**src/rtl/conv3_pkg.sv**
```systemverilog
// Shared types and constants for the 3x3 replicated-border convolution block.
// Used by every module under rtl; depends on nothing else.
package conv3_pkg;

	localparam int MAX_WIDTH   = 1024;
	localparam int MAX_HEIGHT  = 4096;
	localparam int KERNEL_SIZE = 3;
	localparam int PIXEL_BITS  = 8;

	localparam int COL_W    = $clog2(MAX_WIDTH);
	localparam int ROW_W    = $clog2(MAX_HEIGHT);
	localparam int WIDTH_W  = COL_W + 1;
	localparam int HEIGHT_W = ROW_W + 1;

	localparam int COEF_W = 16;
	localparam int KROW_W = KERNEL_SIZE * COEF_W;
	localparam int PROD_W = PIXEL_BITS + 1 + COEF_W;
	localparam int RSUM_W = PROD_W + 2;
	localparam int CONV_W = 28;

	localparam int OUT_FIELDS_W = ROW_W + COL_W + CONV_W;
	localparam int OUT_TDATA_W  = ((OUT_FIELDS_W + 7) / 8) * 8;

	localparam int FIFO_DEPTH = 8;
	localparam int FIFO_PTR_W = $clog2(FIFO_DEPTH);
	localparam int FIFO_CNT_W = FIFO_PTR_W + 1;

	localparam int CFG_IDX_W = 3;

	typedef enum logic [CFG_IDX_W-1:0] {
		CFG_IMAGE_WIDTH   = 3'd0,
		CFG_IMAGE_HEIGHT  = 3'd1,
		CFG_KERNEL_TOP    = 3'd2,
		CFG_KERNEL_MIDDLE = 3'd3,
		CFG_KERNEL_BOTTOM = 3'd4
	} cfg_index_t;

	// Bit positions of the result kinds one pixel can cause, in emission order.
	localparam int RES_ABOVE_INNER = 0;
	localparam int RES_ABOVE_EDGE  = 1;
	localparam int RES_LAST_INNER  = 2;
	localparam int RES_LAST_EDGE   = 3;
	localparam int RES_KINDS       = 4;

	typedef logic [PIXEL_BITS-1:0] pixel_t;
	typedef pixel_t [KERNEL_SIZE-1:0][KERNEL_SIZE-1:0] window_t;
	typedef logic [KERNEL_SIZE-1:0][KROW_W-1:0] kernel_t;

	typedef struct packed {
		pixel_t older;
		pixel_t newer;
	} line_word_t;

	typedef struct packed {
		window_t                win;
		logic [ROW_W-1:0]       row;
		logic [COL_W-1:0]       col;
		logic [RES_KINDS-1:0]   kinds;
	} job_t;

	typedef struct packed {
		logic [ROW_W-1:0] row;
		logic [COL_W-1:0] col;
		logic             last;
	} res_meta_t;

endpackage

```
**src/rtl/conv3_job_fifo.sv**
```systemverilog
// Small queue of window snapshots waiting for the multiply-accumulate pipeline.
// Flip-flop storage read at the head pointer; depends on conv3_pkg.
module conv3_job_fifo import conv3_pkg::*; (
	input  logic                  clk,
	input  logic                  arst_n,
	input  logic                  push,
	input  job_t                  push_job,
	input  logic                  pop,
	output logic                  head_valid,
	output job_t                  head_job,
	output logic [FIFO_CNT_W-1:0] count
);

	job_t                  mem [FIFO_DEPTH];
	logic [FIFO_PTR_W-1:0] wr_ptr_q;
	logic [FIFO_PTR_W-1:0] rd_ptr_q;
	logic [FIFO_CNT_W-1:0] count_q;

	always_ff @(posedge clk) begin
		if (push) begin
			mem[wr_ptr_q] <= push_job;
		end
	end

	always_ff @(posedge clk or negedge arst_n) begin
		if (!arst_n) begin
			wr_ptr_q <= '0;
			rd_ptr_q <= '0;
			count_q  <= '0;
		end else begin
			if (push) begin
				wr_ptr_q <= wr_ptr_q + FIFO_PTR_W'(1);
			end
			if (pop) begin
				rd_ptr_q <= rd_ptr_q + FIFO_PTR_W'(1);
			end
			count_q <= count_q + FIFO_CNT_W'(push) - FIFO_CNT_W'(pop);
		end
	end

	assign head_valid = count_q != '0;
	assign head_job   = mem[rd_ptr_q];
	assign count      = count_q;

endmodule

```
**config.mk**
```make
export PLATFORM = sky130hd
export DESIGN_NAME = conv3_job_fifo
export DESIGN_NICKNAME = d
export VERILOG_FILES = /design/src/rtl/conv3_pkg.sv /design/src/rtl/conv3_job_fifo.sv
export SDC_FILE = /design/constraint.sdc
export NUM_CORES = 1
export LEC_CHECK = 0
export BUFFER_PORTS_ARGS = -buffer_cell sky130_fd_sc_hd__buf_2
export CAP_MARGIN = 30
export CORE_MARGIN = 2
export CORE_UTILIZATION = 31
export DETAILED_ROUTE_END_ITERATION = 8
export GPL_TIMING_DRIVEN = 0
export RECOVER_POWER = 25
export SLEW_MARGIN = 20
export SYNTH_ARGS = -nofsm -noshare
export SYNTH_HDL_FRONTEND = slang
export SYNTH_SLANG_ARGS = --single-unit
```
**constraint.sdc**
```tcl
create_clock -name clk -period 10.85 [get_ports clk]
set_input_delay 1.085 -clock clk [delete_from_list [all_inputs] [get_ports clk]]
set_output_delay 1.085 -clock clk [all_outputs]
set_load 0.01 [all_outputs]
```
* Word level (Yosys, flattened, before mapping)
Memories as Yosys holds them, arrays and structs flattened.
Cells that the tools add are included.
** Word-level totals
- Memories kept :: 1
- Bits in writable memories :: 784
- Flip-flop bits (word level) :: 10
** Memories
- mem :: words 8, bits a word 98, rd ports 1, clocked after memory_dff 0, write ports 1, line conv3_job_fifo.sv:14 : job_t mem [FIFO_DEPTH];
** Cells by class
- Reduce and logical (&&, ||, !) cells :: 1
- Mux-type cells :: 2
- Add/sub/neg operators :: 4
** Operators by type and width (count)
- adder 3 x 1 -> 3 bit (second input constant) :: 2
- adder 4 x 1 -> 4 bit :: 1
- nonzero test 4 bit :: 1
- subtractor 4 x 1 -> 4 bit :: 1
- 2-to-1 mux 1 bit :: 2

* Depth between registers and ports, before layout
- Depth after elaboration :: 2
- Gate-level depth with buffers :: 7
- Gate-level depth less buffers :: 7

* Least setup slack after synthesis
OpenSTA, ideal clock, no wires.
- Path kind :: input -> register
- From :: input push
- To :: memory mem[0][0] in the netlist's numbering, enable pin
- Arrival :: 7.808 ns
- Path buffers :: 0
- Setup slack :: 2.367 ns
- Cell stages on the path :: 2
- Library setup time :: 0.675 ns
- Cells stage by stage :: nand2b_1 > nor3_1
** Between the ends
- Word-level cells in the longest chain between the ends :: 2
** Ends and longest elaborated chain
- from (decl) :: line conv3_job_fifo.sv:6 : input logic push,
- 2-to-1 mux 1 bit :: line conv3_job_fifo.sv:20 : if (push) begin
- 2-to-1 mux 1 bit (not written as such) :: line conv3_job_fifo.sv:21 : mem[wr_ptr_q] <= push_job;
- to (decl) :: line conv3_job_fifo.sv:14
No other way between the ends.

==> flow_metrics.tcl <==
set metrics [dict create \
    outcome "complete, no violations" \
    setup_slack_ps 6490 \
    cts_tree "yes" \
    first_iter_violations 1124 \
    fin_area_um2 36800 \
    timing.rr.start "wr_ptr_q[1]" \
    clock_latency_ps 640 \
    crit_type "register to output port" \
    drv_cap 0 \
    io_pins 205 \
    placed_area_um2 33900 \
    rr_worst_depth 6 \
    postCtsHoldBufs 0 \
    final-max-slew-violation-count 0 \
    dp.cells 2738 \
    start_util_pct 31.1 \
    syn_area_um2 30000 \
    critical_path_arrival_ps 3270 \
    grt_max_degree 20 \
    relSlewSlack_pct 41.5 \
    p_leak_nw 11.9 \
    skew_ps 25.9 \
    synth_seq_cells 794 \
    drt_pass1_iterations 5 \
    setup_viol 0 \
    postCtsResizedCells 0 \
    worstReg2RegEnd "mem[0][43]" \
    irDropWorstVdd_v 0.000146 \
    gp_congestion 0.691 \
    synthesis.nets 1295 \
    worstPathRequired_ps 9770 \
    routed_wl_um 69200 \
    rsz0062_at_grt "no" \
    drc 0 \
    crit_path_start "rd_ptr_q[2]" \
    grt_pass1_wl_um 100000 \
    clockBufferDepth 3 \
    finalCriticalPeriod_ps 4360 \
    cts_inserted_buffers 87 \
    cp-end-kind "output port" \
    total_power_mw 10.2 \
    numClockSinks 794 \
    htreeDepth 3 \
    drive_above_1_share_pct 42.3 \
    die_w_um 315 \
    post-route-period-util_pct 40.2 \
    final_antenna_net_count 0 \
    fmax_mhz 229 \
    avgSynthCellArea_um2 25.3 \
    track_usage_pct 14.0 \
    core.rowCount 114 \
    synth_warnings 0 \
    stdcell_count 2905 \
    hpwlAfterDp_um 45200 \
    r2r_slack_ps 8280 \
    cp-endpoint "head_job[39]" \
    final_core_util_pct 38.2 \
    clk_pin_slew_worst_paths_ps 60 \
    overflow 0 \
    cp_max_fo 11 \
    syn_inst 1185 \
    post_drt_wl_per_cell_um 23.8 \
    die_area_um2 99100 \
    core_area_um2 96300 \
    dr_total_vias 13571 \
    hold_path.class "primary input to asynchronous set/reset pin" \
    io_buffers 204 \
    cts_setup_buffers 0 \
    hold_viol 0 \
    nNetsFinal 1661 \
    area_growth_syn_to_layout_pct 22.8 \
    startpoint_type "register" \
    post-place-ws_ps 7050 \
    root_buffer "clkbuf_16" \
    antenna_found_initial 11 \
    ys_seq_area_share_pct 79.4 \
    tightest_slew_ps 877 \
    drt-vias-per-instance 4.67 \
    power_density_nw_per_um2 277 \
    fp.dieH_um 315 \
    grt_pass1_vias 14760 \
    synth_cell_type_count 20 \
]
-- worst min-delay path by stage --
stage	end	slack (ps)
after floorplan	wr_ptr_q[2]	520
after global placement	wr_ptr_q[2]	530
after detailed placement	wr_ptr_q[1]	560
after CTS	rd_ptr_q[2]	250
after global routing	rd_ptr_q[2]	430
final	rd_ptr_q[2]	440
-- worst max-delay path, stage by stage, from the launching register on --
cell and delay [ps]:
dfrtp_1 320, buf_2 250, buf_2 520, buf_1 650
mux4_2 410, mux2_2 310, buf_2 150
-- report_power, final --
| group | switching (mW) | total, mW | internal, mW |
|---|---|---|---|
| Combinational | 1.70 | 3.23 | 1.53 |
| Sequential | 0.0903 | 3.93 | 3.84 |
| Clock | 1.19 | 3.03 | 1.84 |
-- cells by family after synthesis --
family	count (synthesis)	share of synthesized area, %
flops	794	79.4
mux	296	18.5
buf+inv	63	1.25
simple gates	16	0.238
fa+ha+maj	8	0.359
xor+xnor	6	0.175
compound gates	2	0.0418
-- routing by layer --
| layer | track usage, % | vias up | wire length [um] |
|---|---|---|---|
| li1 | - | 5861 | - |
| met2 | 23.1 | 300 | 34300 |
| met5 | 0 | - | 108 |
| met4 | 4.08 | 16 | 1240 |
| met3 | 3.22 | 96 | 3810 |
| met1 | 18.7 | 7298 | 29700 |
-- registers in the layout, summed over array words and instances, names as in the netlist --
register	count
wr_ptr_q	3
rd_ptr_q	3
mem	784
count	4
-- Yosys cell counts --
master,number,area share (%)
xnor2_1,3,0.088
ha_1,7,0.29
mux2_2,100,3.8
buf_1,4,0.050
xor2_1,3,0.088
clkbuf_1,16,0.20
inv_1,8,0.10
nor2_1,6,0.075
a21oi_1,1,0.017
buf_2,20,0.33
a21o_1,1,0.025
fa_1,1,0.067
nand2b_1,3,0.063
edfxtp_1,784,79
buf_6,15,0.56
dfrtp_1,10,0.84
nand3_1,1,0.017
mux4_2,196,15
nor3_1,2,0.033
nand2_1,4,0.050
-- layout make-up --
cell class,instances,area (um2)
Tap cell,1276,1600
Fill cell,8590,59500
Buffer,55,345
Timing Repair Buffer,277,2190
Sequential cell,794,23800
Multi-Input combinational cell,328,5840
Clock buffer,104,2330
Antenna cell,4,10.0
Inverter,8,30.0
Clock inverter,59,639
-- placed cells by master (no fill, tap or decap), drive strengths merged, types with 2 or more instances in the layout --
master    synthesis  final
buf              39    254
bufinv            0     13
clkbuf           16    182
clkinv            0     39
clkinvlp          0      3
dfrtp            10     10
diode             0      4
edfxtp          784    784
ha                7      7
inv               8     12
mux2            100    100
mux4            196    196
nand2             4      4
nand2b            3      3
nor2              6      6
nor3              2      2
xnor2             3      3
xor2              3      3
-- per-stage QoR --
step / hold WS (ps) / setup TNS (ps)
finish: 435 / 0
global route: 431 / 0
CTS: 249 / 0
detailed placement: 562 / 0
global placement: 533 / -1635580
floorplan: 517 / 0
Power figures use the tool's default switching activity.
