$ cat config.mk
export PLATFORM = sky130hd
export DESIGN_NAME = conv3_mac
export DESIGN_NICKNAME = d
export VERILOG_FILES = /design/src/rtl/conv3_pkg.sv /design/src/rtl/conv3_mac.sv
export SDC_FILE = /design/constraint.sdc
export NUM_CORES = 2
export LEC_CHECK = 0
export ABC_CLOCK_PERIOD_IN_PS = 17700
export BUFFER_PORTS_ARGS = -buffer_cell sky130_fd_sc_hd__buf_2
export CORE_AREA = 3 3 398 400
export CTS_BUF_LIST = sky130_fd_sc_hd__clkbuf_8
export DETAILED_ROUTE_END_ITERATION = 12
export DIE_AREA = 0 0 401 403
export PLACE_DENSITY = 0.67
export SETUP_SLACK_MARGIN = 0.5
export SLEW_MARGIN = 20
export SYNTH_ARGS = -nofsm -noshare
export SYNTH_HDL_FRONTEND = slang
export SYNTH_SLANG_ARGS = --single-unit
$ cat constraint.sdc
create_clock -name clk -period 17.7 [get_ports clk]
set_input_delay 3.54 -clock clk [delete_from_list [all_inputs] [get_ports clk]]
set_output_delay 3.54 -clock clk [all_outputs]
set_load 0.03 [all_outputs]
$ cat src/rtl/conv3_pkg.sv
// Shared types and constants for the 3x3 replicated-border convolution block.
// Used by every module under rtl; depends on nothing else.
package conv3_pkg;

	localparam int MAX_WIDTH   = 1024;
	localparam int MAX_HEIGHT  = 4096;
	localparam int KERNEL_SIZE = 3;
	localparam int PIXEL_BITS  = 8;

	localparam int COL_W    = $clog2(MAX_WIDTH);
	localparam int ROW_W    = $clog2(MAX_HEIGHT);
	localparam int WIDTH_W  = COL_W + 1;
	localparam int HEIGHT_W = ROW_W + 1;

	localparam int COEF_W = 16;
	localparam int KROW_W = KERNEL_SIZE * COEF_W;
	localparam int PROD_W = PIXEL_BITS + 1 + COEF_W;
	localparam int RSUM_W = PROD_W + 2;
	localparam int CONV_W = 28;

	localparam int OUT_FIELDS_W = ROW_W + COL_W + CONV_W;
	localparam int OUT_TDATA_W  = ((OUT_FIELDS_W + 7) / 8) * 8;

	localparam int FIFO_DEPTH = 8;
	localparam int FIFO_PTR_W = $clog2(FIFO_DEPTH);
	localparam int FIFO_CNT_W = FIFO_PTR_W + 1;

	localparam int CFG_IDX_W = 3;

	typedef enum logic [CFG_IDX_W-1:0] {
		CFG_IMAGE_WIDTH   = 3'd0,
		CFG_IMAGE_HEIGHT  = 3'd1,
		CFG_KERNEL_TOP    = 3'd2,
		CFG_KERNEL_MIDDLE = 3'd3,
		CFG_KERNEL_BOTTOM = 3'd4
	} cfg_index_t;

	// Bit positions of the result kinds one pixel can cause, in emission order.
	localparam int RES_ABOVE_INNER = 0;
	localparam int RES_ABOVE_EDGE  = 1;
	localparam int RES_LAST_INNER  = 2;
	localparam int RES_LAST_EDGE   = 3;
	localparam int RES_KINDS       = 4;

	typedef logic [PIXEL_BITS-1:0] pixel_t;
	typedef pixel_t [KERNEL_SIZE-1:0][KERNEL_SIZE-1:0] window_t;
	typedef logic [KERNEL_SIZE-1:0][KROW_W-1:0] kernel_t;

	typedef struct packed {
		pixel_t older;
		pixel_t newer;
	} line_word_t;

	typedef struct packed {
		window_t                win;
		logic [ROW_W-1:0]       row;
		logic [COL_W-1:0]       col;
		logic [RES_KINDS-1:0]   kinds;
	} job_t;

	typedef struct packed {
		logic [ROW_W-1:0] row;
		logic [COL_W-1:0] col;
		logic             last;
	} res_meta_t;

endpackage

$ cat src/rtl/conv3_mac.sv
// Result sequencer and MAC pipeline: one result per cycle, unless stalled, from the
// queued windows, nine products, row sums, total and output register. Depends on conv3_pkg.
module conv3_mac import conv3_pkg::*; (
	input  logic                     clk,
	input  logic                     arst_n,
	input  kernel_t                  kernel,
	input  logic                     head_valid,
	input  job_t                     head_job,
	output logic                     pop,
	output logic                     out_valid,
	input  logic                     out_ready,
	output res_meta_t                out_meta,
	output logic signed [CONV_W-1:0] out_value
);

	function automatic logic [1:0] tap(input logic shift, input int i);
		if (shift) begin
			return (i == 0) ? 2'd1 : 2'd2;
		end
		return 2'(i);
	endfunction

	logic                 en;
	logic                 issue;
	logic [RES_KINDS-1:0] issued_q;
	logic [RES_KINDS-1:0] pending;
	logic [RES_KINDS-1:0] sel;
	logic [RES_KINDS-1:0] remaining;
	logic                 row_shift;
	logic                 col_shift;
	res_meta_t            meta_c;

	logic signed [PROD_W-1:0] prod_c [KERNEL_SIZE][KERNEL_SIZE];

	logic                     m1_valid_q;
	logic signed [PROD_W-1:0] m1_prod [KERNEL_SIZE][KERNEL_SIZE];
	res_meta_t                m1_meta;

	logic                     m2_valid_q;
	logic signed [RSUM_W-1:0] m2_sum [KERNEL_SIZE];
	res_meta_t                m2_meta;

	logic                     out_valid_q;
	res_meta_t                out_meta_q;
	logic signed [CONV_W-1:0] out_value_q;
	logic signed [CONV_W-1:0] total_c;

	assign en        = !out_valid_q || out_ready;
	assign pending   = head_job.kinds & ~issued_q;
	assign sel       = pending & (~pending + RES_KINDS'(1));
	assign remaining = pending & ~sel;
	assign issue     = en && head_valid;
	assign pop       = issue && (remaining == '0);
	assign row_shift = sel[RES_LAST_INNER] | sel[RES_LAST_EDGE];
	assign col_shift = sel[RES_ABOVE_EDGE] | sel[RES_LAST_EDGE];

	always_ff @(posedge clk or negedge arst_n) begin
		if (!arst_n) begin
			issued_q <= '0;
		end else if (issue) begin
			issued_q <= pop ? '0 : (issued_q | sel);
		end
	end

	always_comb begin
		meta_c.row  = row_shift ? head_job.row : head_job.row - ROW_W'(1);
		meta_c.col  = col_shift ? head_job.col : head_job.col - COL_W'(1);
		meta_c.last = sel[RES_LAST_EDGE];
	end

	always_comb begin
		pixel_t                   px;
		logic        [COEF_W-1:0] cf;
		logic signed [PROD_W-1:0] px_ext;
		logic signed [PROD_W-1:0] cf_ext;
		for (int i = 0; i < KERNEL_SIZE; i++) begin
			for (int j = 0; j < KERNEL_SIZE; j++) begin
				px           = head_job.win[tap(row_shift, i)][tap(col_shift, j)];
				cf           = kernel[i][COEF_W*j +: COEF_W];
				px_ext       = {{(PROD_W-PIXEL_BITS){1'b0}}, px};
				cf_ext       = {{(PROD_W-COEF_W){cf[COEF_W-1]}}, cf};
				prod_c[i][j] = px_ext * cf_ext;
			end
		end
	end

	always_ff @(posedge clk or negedge arst_n) begin
		if (!arst_n) begin
			m1_valid_q  <= 1'b0;
			m2_valid_q  <= 1'b0;
			out_valid_q <= 1'b0;
		end else if (en) begin
			m1_valid_q  <= head_valid;
			m2_valid_q  <= m1_valid_q;
			out_valid_q <= m2_valid_q;
		end
	end

	always_comb begin
		total_c = '0;
		for (int i = 0; i < KERNEL_SIZE; i++) begin
			total_c = total_c + {{(CONV_W-RSUM_W){m2_sum[i][RSUM_W-1]}}, m2_sum[i]};
		end
	end

	always_ff @(posedge clk) begin
		if (en) begin
			m1_prod     <= prod_c;
			m1_meta     <= meta_c;
			m2_meta     <= m1_meta;
			out_meta_q  <= m2_meta;
			out_value_q <= total_c;
			for (int i = 0; i < KERNEL_SIZE; i++) begin
				m2_sum[i] <= {{2{m1_prod[i][0][PROD_W-1]}}, m1_prod[i][0]}
					+ {{2{m1_prod[i][1][PROD_W-1]}}, m1_prod[i][1]}
					+ {{2{m1_prod[i][2][PROD_W-1]}}, m1_prod[i][2]};
			end
		end
	end

	assign out_valid = out_valid_q;
	assign out_meta  = out_meta_q;
	assign out_value = out_value_q;

endmodule

# --- Word level (Yosys, flattened, before mapping) ---
# Memories as Yosys holds them, arrays and structs flattened.
# Index checks and enable logic that the tools add are counted.
totals:
  regBits: 329
  mem_bits_rw: 81
  in_bits: 246
  out_inout_bits: 53
  elab_cells: 105
  mem_count: 1
mem_list:
  columns: ["memory", "depth", "word_bits", "rd", "rd_ports_with_merged_regs", "write_ports", "line", "rtl"]
  rows:
  - ["m2_sum", 3, 27, 3, 0, 3, "conv3_mac.sv:40", "logic signed [RSUM_W-1:0] m2_sum [KERNEL_SIZE];"]
classes:
  add_sub_neg: 11
  multipliers: 9
  order_cmp: 6
  muxes: 41
  bitwise: 9
  n_reduce_logical: 5
op_table:
  columns: ["operator", "count"]
  rows:
  - ["$mul 9x16->25", 9]
  - ["$bmux 24 s2", 3]
  - ["$bmux 8 s2", 9]
  - ["$add 26x25->27", 3]
  - ["$add 25x25->26", 3]
  - ["$mux 24", 3]
  - ["$mux 8", 9]
  - ["$add 27x27->28", 1]
  - ["$add 28x28->28", 1]
  - ["$mux 2", 10]
  - ["$lt 2x3->1 const B", 6]
  - ["$and 4x4->4", 3]
  - ["$mux 12", 1]
  - ["$not 4->4", 3]
  - ["$sub 12x1->12 const B", 1]
  - ["$mux 10", 1]
  - ["$sub 10x1->10 const B", 1]
  - ["$add 4x1->4 const B", 1]
  - ["$logic_not 4->1", 1]
  - ["$mux 1", 4]
  - ["$mux 4", 1]
  - ["$or 4x4->4", 1]
  - ["$logic_and 1x1->1", 2]
  - ["$or 1x1->1", 2]
  - ["2 further kinds", 2]

# --- Depth between registers and ports, before layout ---
logic_depth:
  ltp_word: 13
  mapped_depth: 30

# --- Least setup slack after synthesis ---
# OpenSTA, ideal clock, no wires.
synth_path:
  kind: "input to output"
  from: "input port out_ready"
  to: "output port pop"
  t_arrival_ns: 14.569
  setup_slack_ns: -0.409
  cell_stages: 3
  n_path_buf: 0
  cell_sequence: "nand2b_1 and2_1 o21a_1"
synth_via:
  elab_chain_len: 3
synth_rtl:
  columns: ["item", "line", "rtl"]
  rows:
  - ["from (decl)", "conv3_mac.sv:11", "input logic out_ready,"]
  - ["$logic_or 1x1->1", "conv3_mac.sv:48", "assign en = !out_valid_q || out_ready;"]
  - ["$logic_and 1x1->1", "conv3_mac.sv:52", "assign issue = en && head_valid;"]
  - ["$logic_and 1x1->1", "conv3_mac.sv:53", "assign pop = issue && (remaining == '0);"]
  - ["to (decl)", "conv3_mac.sv:9", "output logic pop,"]
# No other way between the ends.

==> out/results.txt <==
Status: finished, final reports clean
CP endpoint: m1_prod[124]
Final count of hold timing violations: 0
Mapped Nets: 8098
Final HPWL DP: 136000 um
CTS tree: yes
Avg Inst Size Synth: 9.89 um2
Number of warnings issued by yosys: 0
Core area: 156000 um2
Final ANT Viol Nets: 0
Worst min-delay path category: register to register
CP startpoint kind: input pin
Worst R2R Setup Slack: 9.80 ns
Max_slew headroom: 19.2%
Cell accounting for the most synthesized area: fa_1
Drt drc: 0
Drt pass-1 iters: 6
Worst-margin pin slew: 1.18 ns
IO Pins: 299
1st-iter DRT viols: 3076
Root buf cell: clkbuf_8
Most instantiated cells after synthesis: inv_1 (1422), fa_1 (1024), nand2_1 (583)
Number of library cell types mapped by synthesis: 80
Post-cts sizing count: 0
Max H-tree Level: 3
Setup Skew: 0.0403 ns
Worst Reg-to-Reg Cells: 23
First-pass GRT wire length: 258000 um
CP Capture Type: register
CP startpoint: head_job[3]
Die area: 162000 um2
Via count: 44162
Share of layout cells above drive strength 1: 7.62%
Worst setup path category: input pin to register
Post-CTS setup buffers: 0
Worst path required time: 18.18 ns
Initial core utilization: 39.9%
Cts-stage hold buffer count: 0
RD Place Congestion: 0.947
Max clock buf depth: 3
FF-to-FF Start: issued_q[2]
Total negative slack: 0 ns
Post-Syn Instances: 6275
Unrepaired setup endpoints after global routing: false
Worst-path clk slew: 0.06 ns
Post-synthesis sequential area ratio: 19.8%
Post-synth top flop: edfxtp_1
Max Cap Viol: 0
CP Max Fanout: 54
Area grow syn2layout: 9.18%
FFs w/ async S/R, synth: 1.71%
I/O Buffers: 298
Data arrival time of the worst path: 10.86 ns
Max-slew violation count: 0
Final Routed Wirelength: 162000 um
Final #Nets: 8422
Yosys reg bits: 410
Peak Freq: 96.4 MHz
Die Ht: 403 um
DR vias/cell: 5.06
Final period utilization: 58.6%
Clock latency on the worst-skew pair: 0.75 ns
Initial antenna violation count: 48
Total clock sinks: 410
TritonCTS Buffers: 75
Vias in the first global route: 46536
R2r endpoint: m1_prod[124]
Synthesized area: 62000 um2
Row cnt: 145
Setup violators final: 0
Routed len/inst: 18.5 um
Largest cells by area after synthesis: fa_1 (33%), edfxtp_1 (20%), ha_1 (11%)
Minimum clock period: 10.37 ns
GRT Util Overall: 20.4%
Largest net degree at the start of global routing: 86
GRT Residual Overflow: 0
EDFF count, synth: 403
Top-count cell post-synth: inv_1
Share of the synthesized area in the top cell type: 33.0%
Chip width: 401 um
[cell families (layout without fill, tap and decap cells)]
| logic type | count (synthesis) | in the layout | synth area share [%] |
|---|---|---|---|
| compound gates | 679 | 679 | 7.05 |
| xor+xnor | 299 | 299 | 4.22 |
| fa+ha+maj | 1577 | 1577 | 44.2 |
| buf+inv | 1519 | 1900 | 9.26 |
| flops | 410 | 410 | 19.8 |
| mux | 63 | 63 | 1.06 |
| other cells | 0 | 22 | 0 |
| simple gates | 1728 | 1728 | 14.4 |
[cells in the final DEF, fill, tap and decap left out, drive strengths merged, types with 19 or more instances in the layout]
cell    synthesis  layout
o21ai         131     131
and3           27      27
nand2         584     584
ha            553     553
inv          1422    1446
o21bai         32      32
clkbuf         69      78
or3            23      23
diode           0      22
a211oi         21      21
xnor2         231     231
xor2           68      68
nor2          151     151
buf            28     344
a31oi          19      19
clkinv          0      23
nand2b         67      67
and2          354     354
a21oi         213     213
nand3          44      44
edfxtp        403     403
nor2b         353     353
mux2           22      22
mux2i          41      41
fa           1024    1024
o21a           44      44
nor3           46      46
a21o           84      84
[metrics by stage]
stage / instances / instance area [um2] / worst slack (ns) / utilization [%] / hold WS, ns
6_report: 8736 / 67700 / 7.33 / 43.5 / 0.410
5_1_grt: 8727 / 67700 / 6.99 / 43.5 / 0.420
4_1_cts: 8714 / 67600 / 7.45 / 43.4 / 0.411
3_5_place_dp: 8580 / 66100 / 6.61 / 42.5 / 0.405
3_3_place_gp: 8580 / 66100 / 6.88 / 42.5 / 0.401
2_1_floorplan: 6275 / 62000 / 4.55 / - / 0.400
[worst min-delay path by stage]
| stage | endpoint | cells after the start | from |
|---|---|---|---|
| final | m2_meta[11] | 0 | m1_meta[11] |
| after global routing | out_meta[9] | 0 | m2_meta[9] |
| after CTS | m2_meta[11] | 0 | m1_meta[11] |
| after detailed placement | m2_meta[11] | 0 | m1_meta[11] |
| after global placement | out_meta[18] | 0 | m2_meta[18] |
| after floorplan | m2_meta[0] | 0 | m1_meta[0] |
[cell type report]
| type | count | area [um2] |
|---|---|---|
| flip-flops and latches | 410 | 12300 |
| diodes | 22 | 55.1 |
| clock buffers | 78 | 1070 |
| fillers | 14901 | 87900 |
| inverters | 1422 | 5340 |
| clock inverters | 56 | 443 |
| repair buffers | 344 | 1840 |
| multi-input cells | 4346 | 44100 |
| well taps | 2058 | 2570 |
[flip-flops by register name (all words and copies together), names as in the netlist]
signal,flops
m1_meta,23
out_meta,23
m2_meta,23
m1_prod,225
out_value,28
m2_sum,81
m1_valid_q,1
m2_valid_q,1
issued_q,4
out_valid,1
[critical path, cell delays in order]
cell and delay (ns):
buf_2 0.08, nor2b_1 0.23, nand2_1 0.11, nand2_1 0.17, nand2_4 0.55, mux2i_2 1.09
mux2i_1 0.30, buf_4 0.30, and2_1 0.20, fa_1 0.44, fa_1 0.50, inv_1 0.06
fa_1 0.50, fa_1 0.50, inv_1 0.05, ha_1 0.32, a21oi_2 0.18, o21bai_1 0.11
a31oi_1 0.23, o21ai_1 0.15, o41ai_1 0.62, o211ai_1 0.22, a21oi_1 0.21, xnor2_1 0.08
[metal layers]
| layer | vias to the layer above | global-route usage, % | part of all wire [%] |
|---|---|---|---|
| met5 | - | 1.01 | 0.25 |
| met4 | 29 | 6.55 | 3.2 |
| met3 | 292 | 7.19 | 10 |
| met2 | 1307 | 32.5 | 46 |
| met1 | 22258 | 26.0 | 41 |
| li1 | 20276 | - | - |
Power is not shown: default switching activity piles up to over one toggle a cycle in this logic, so the estimate is an artifact.
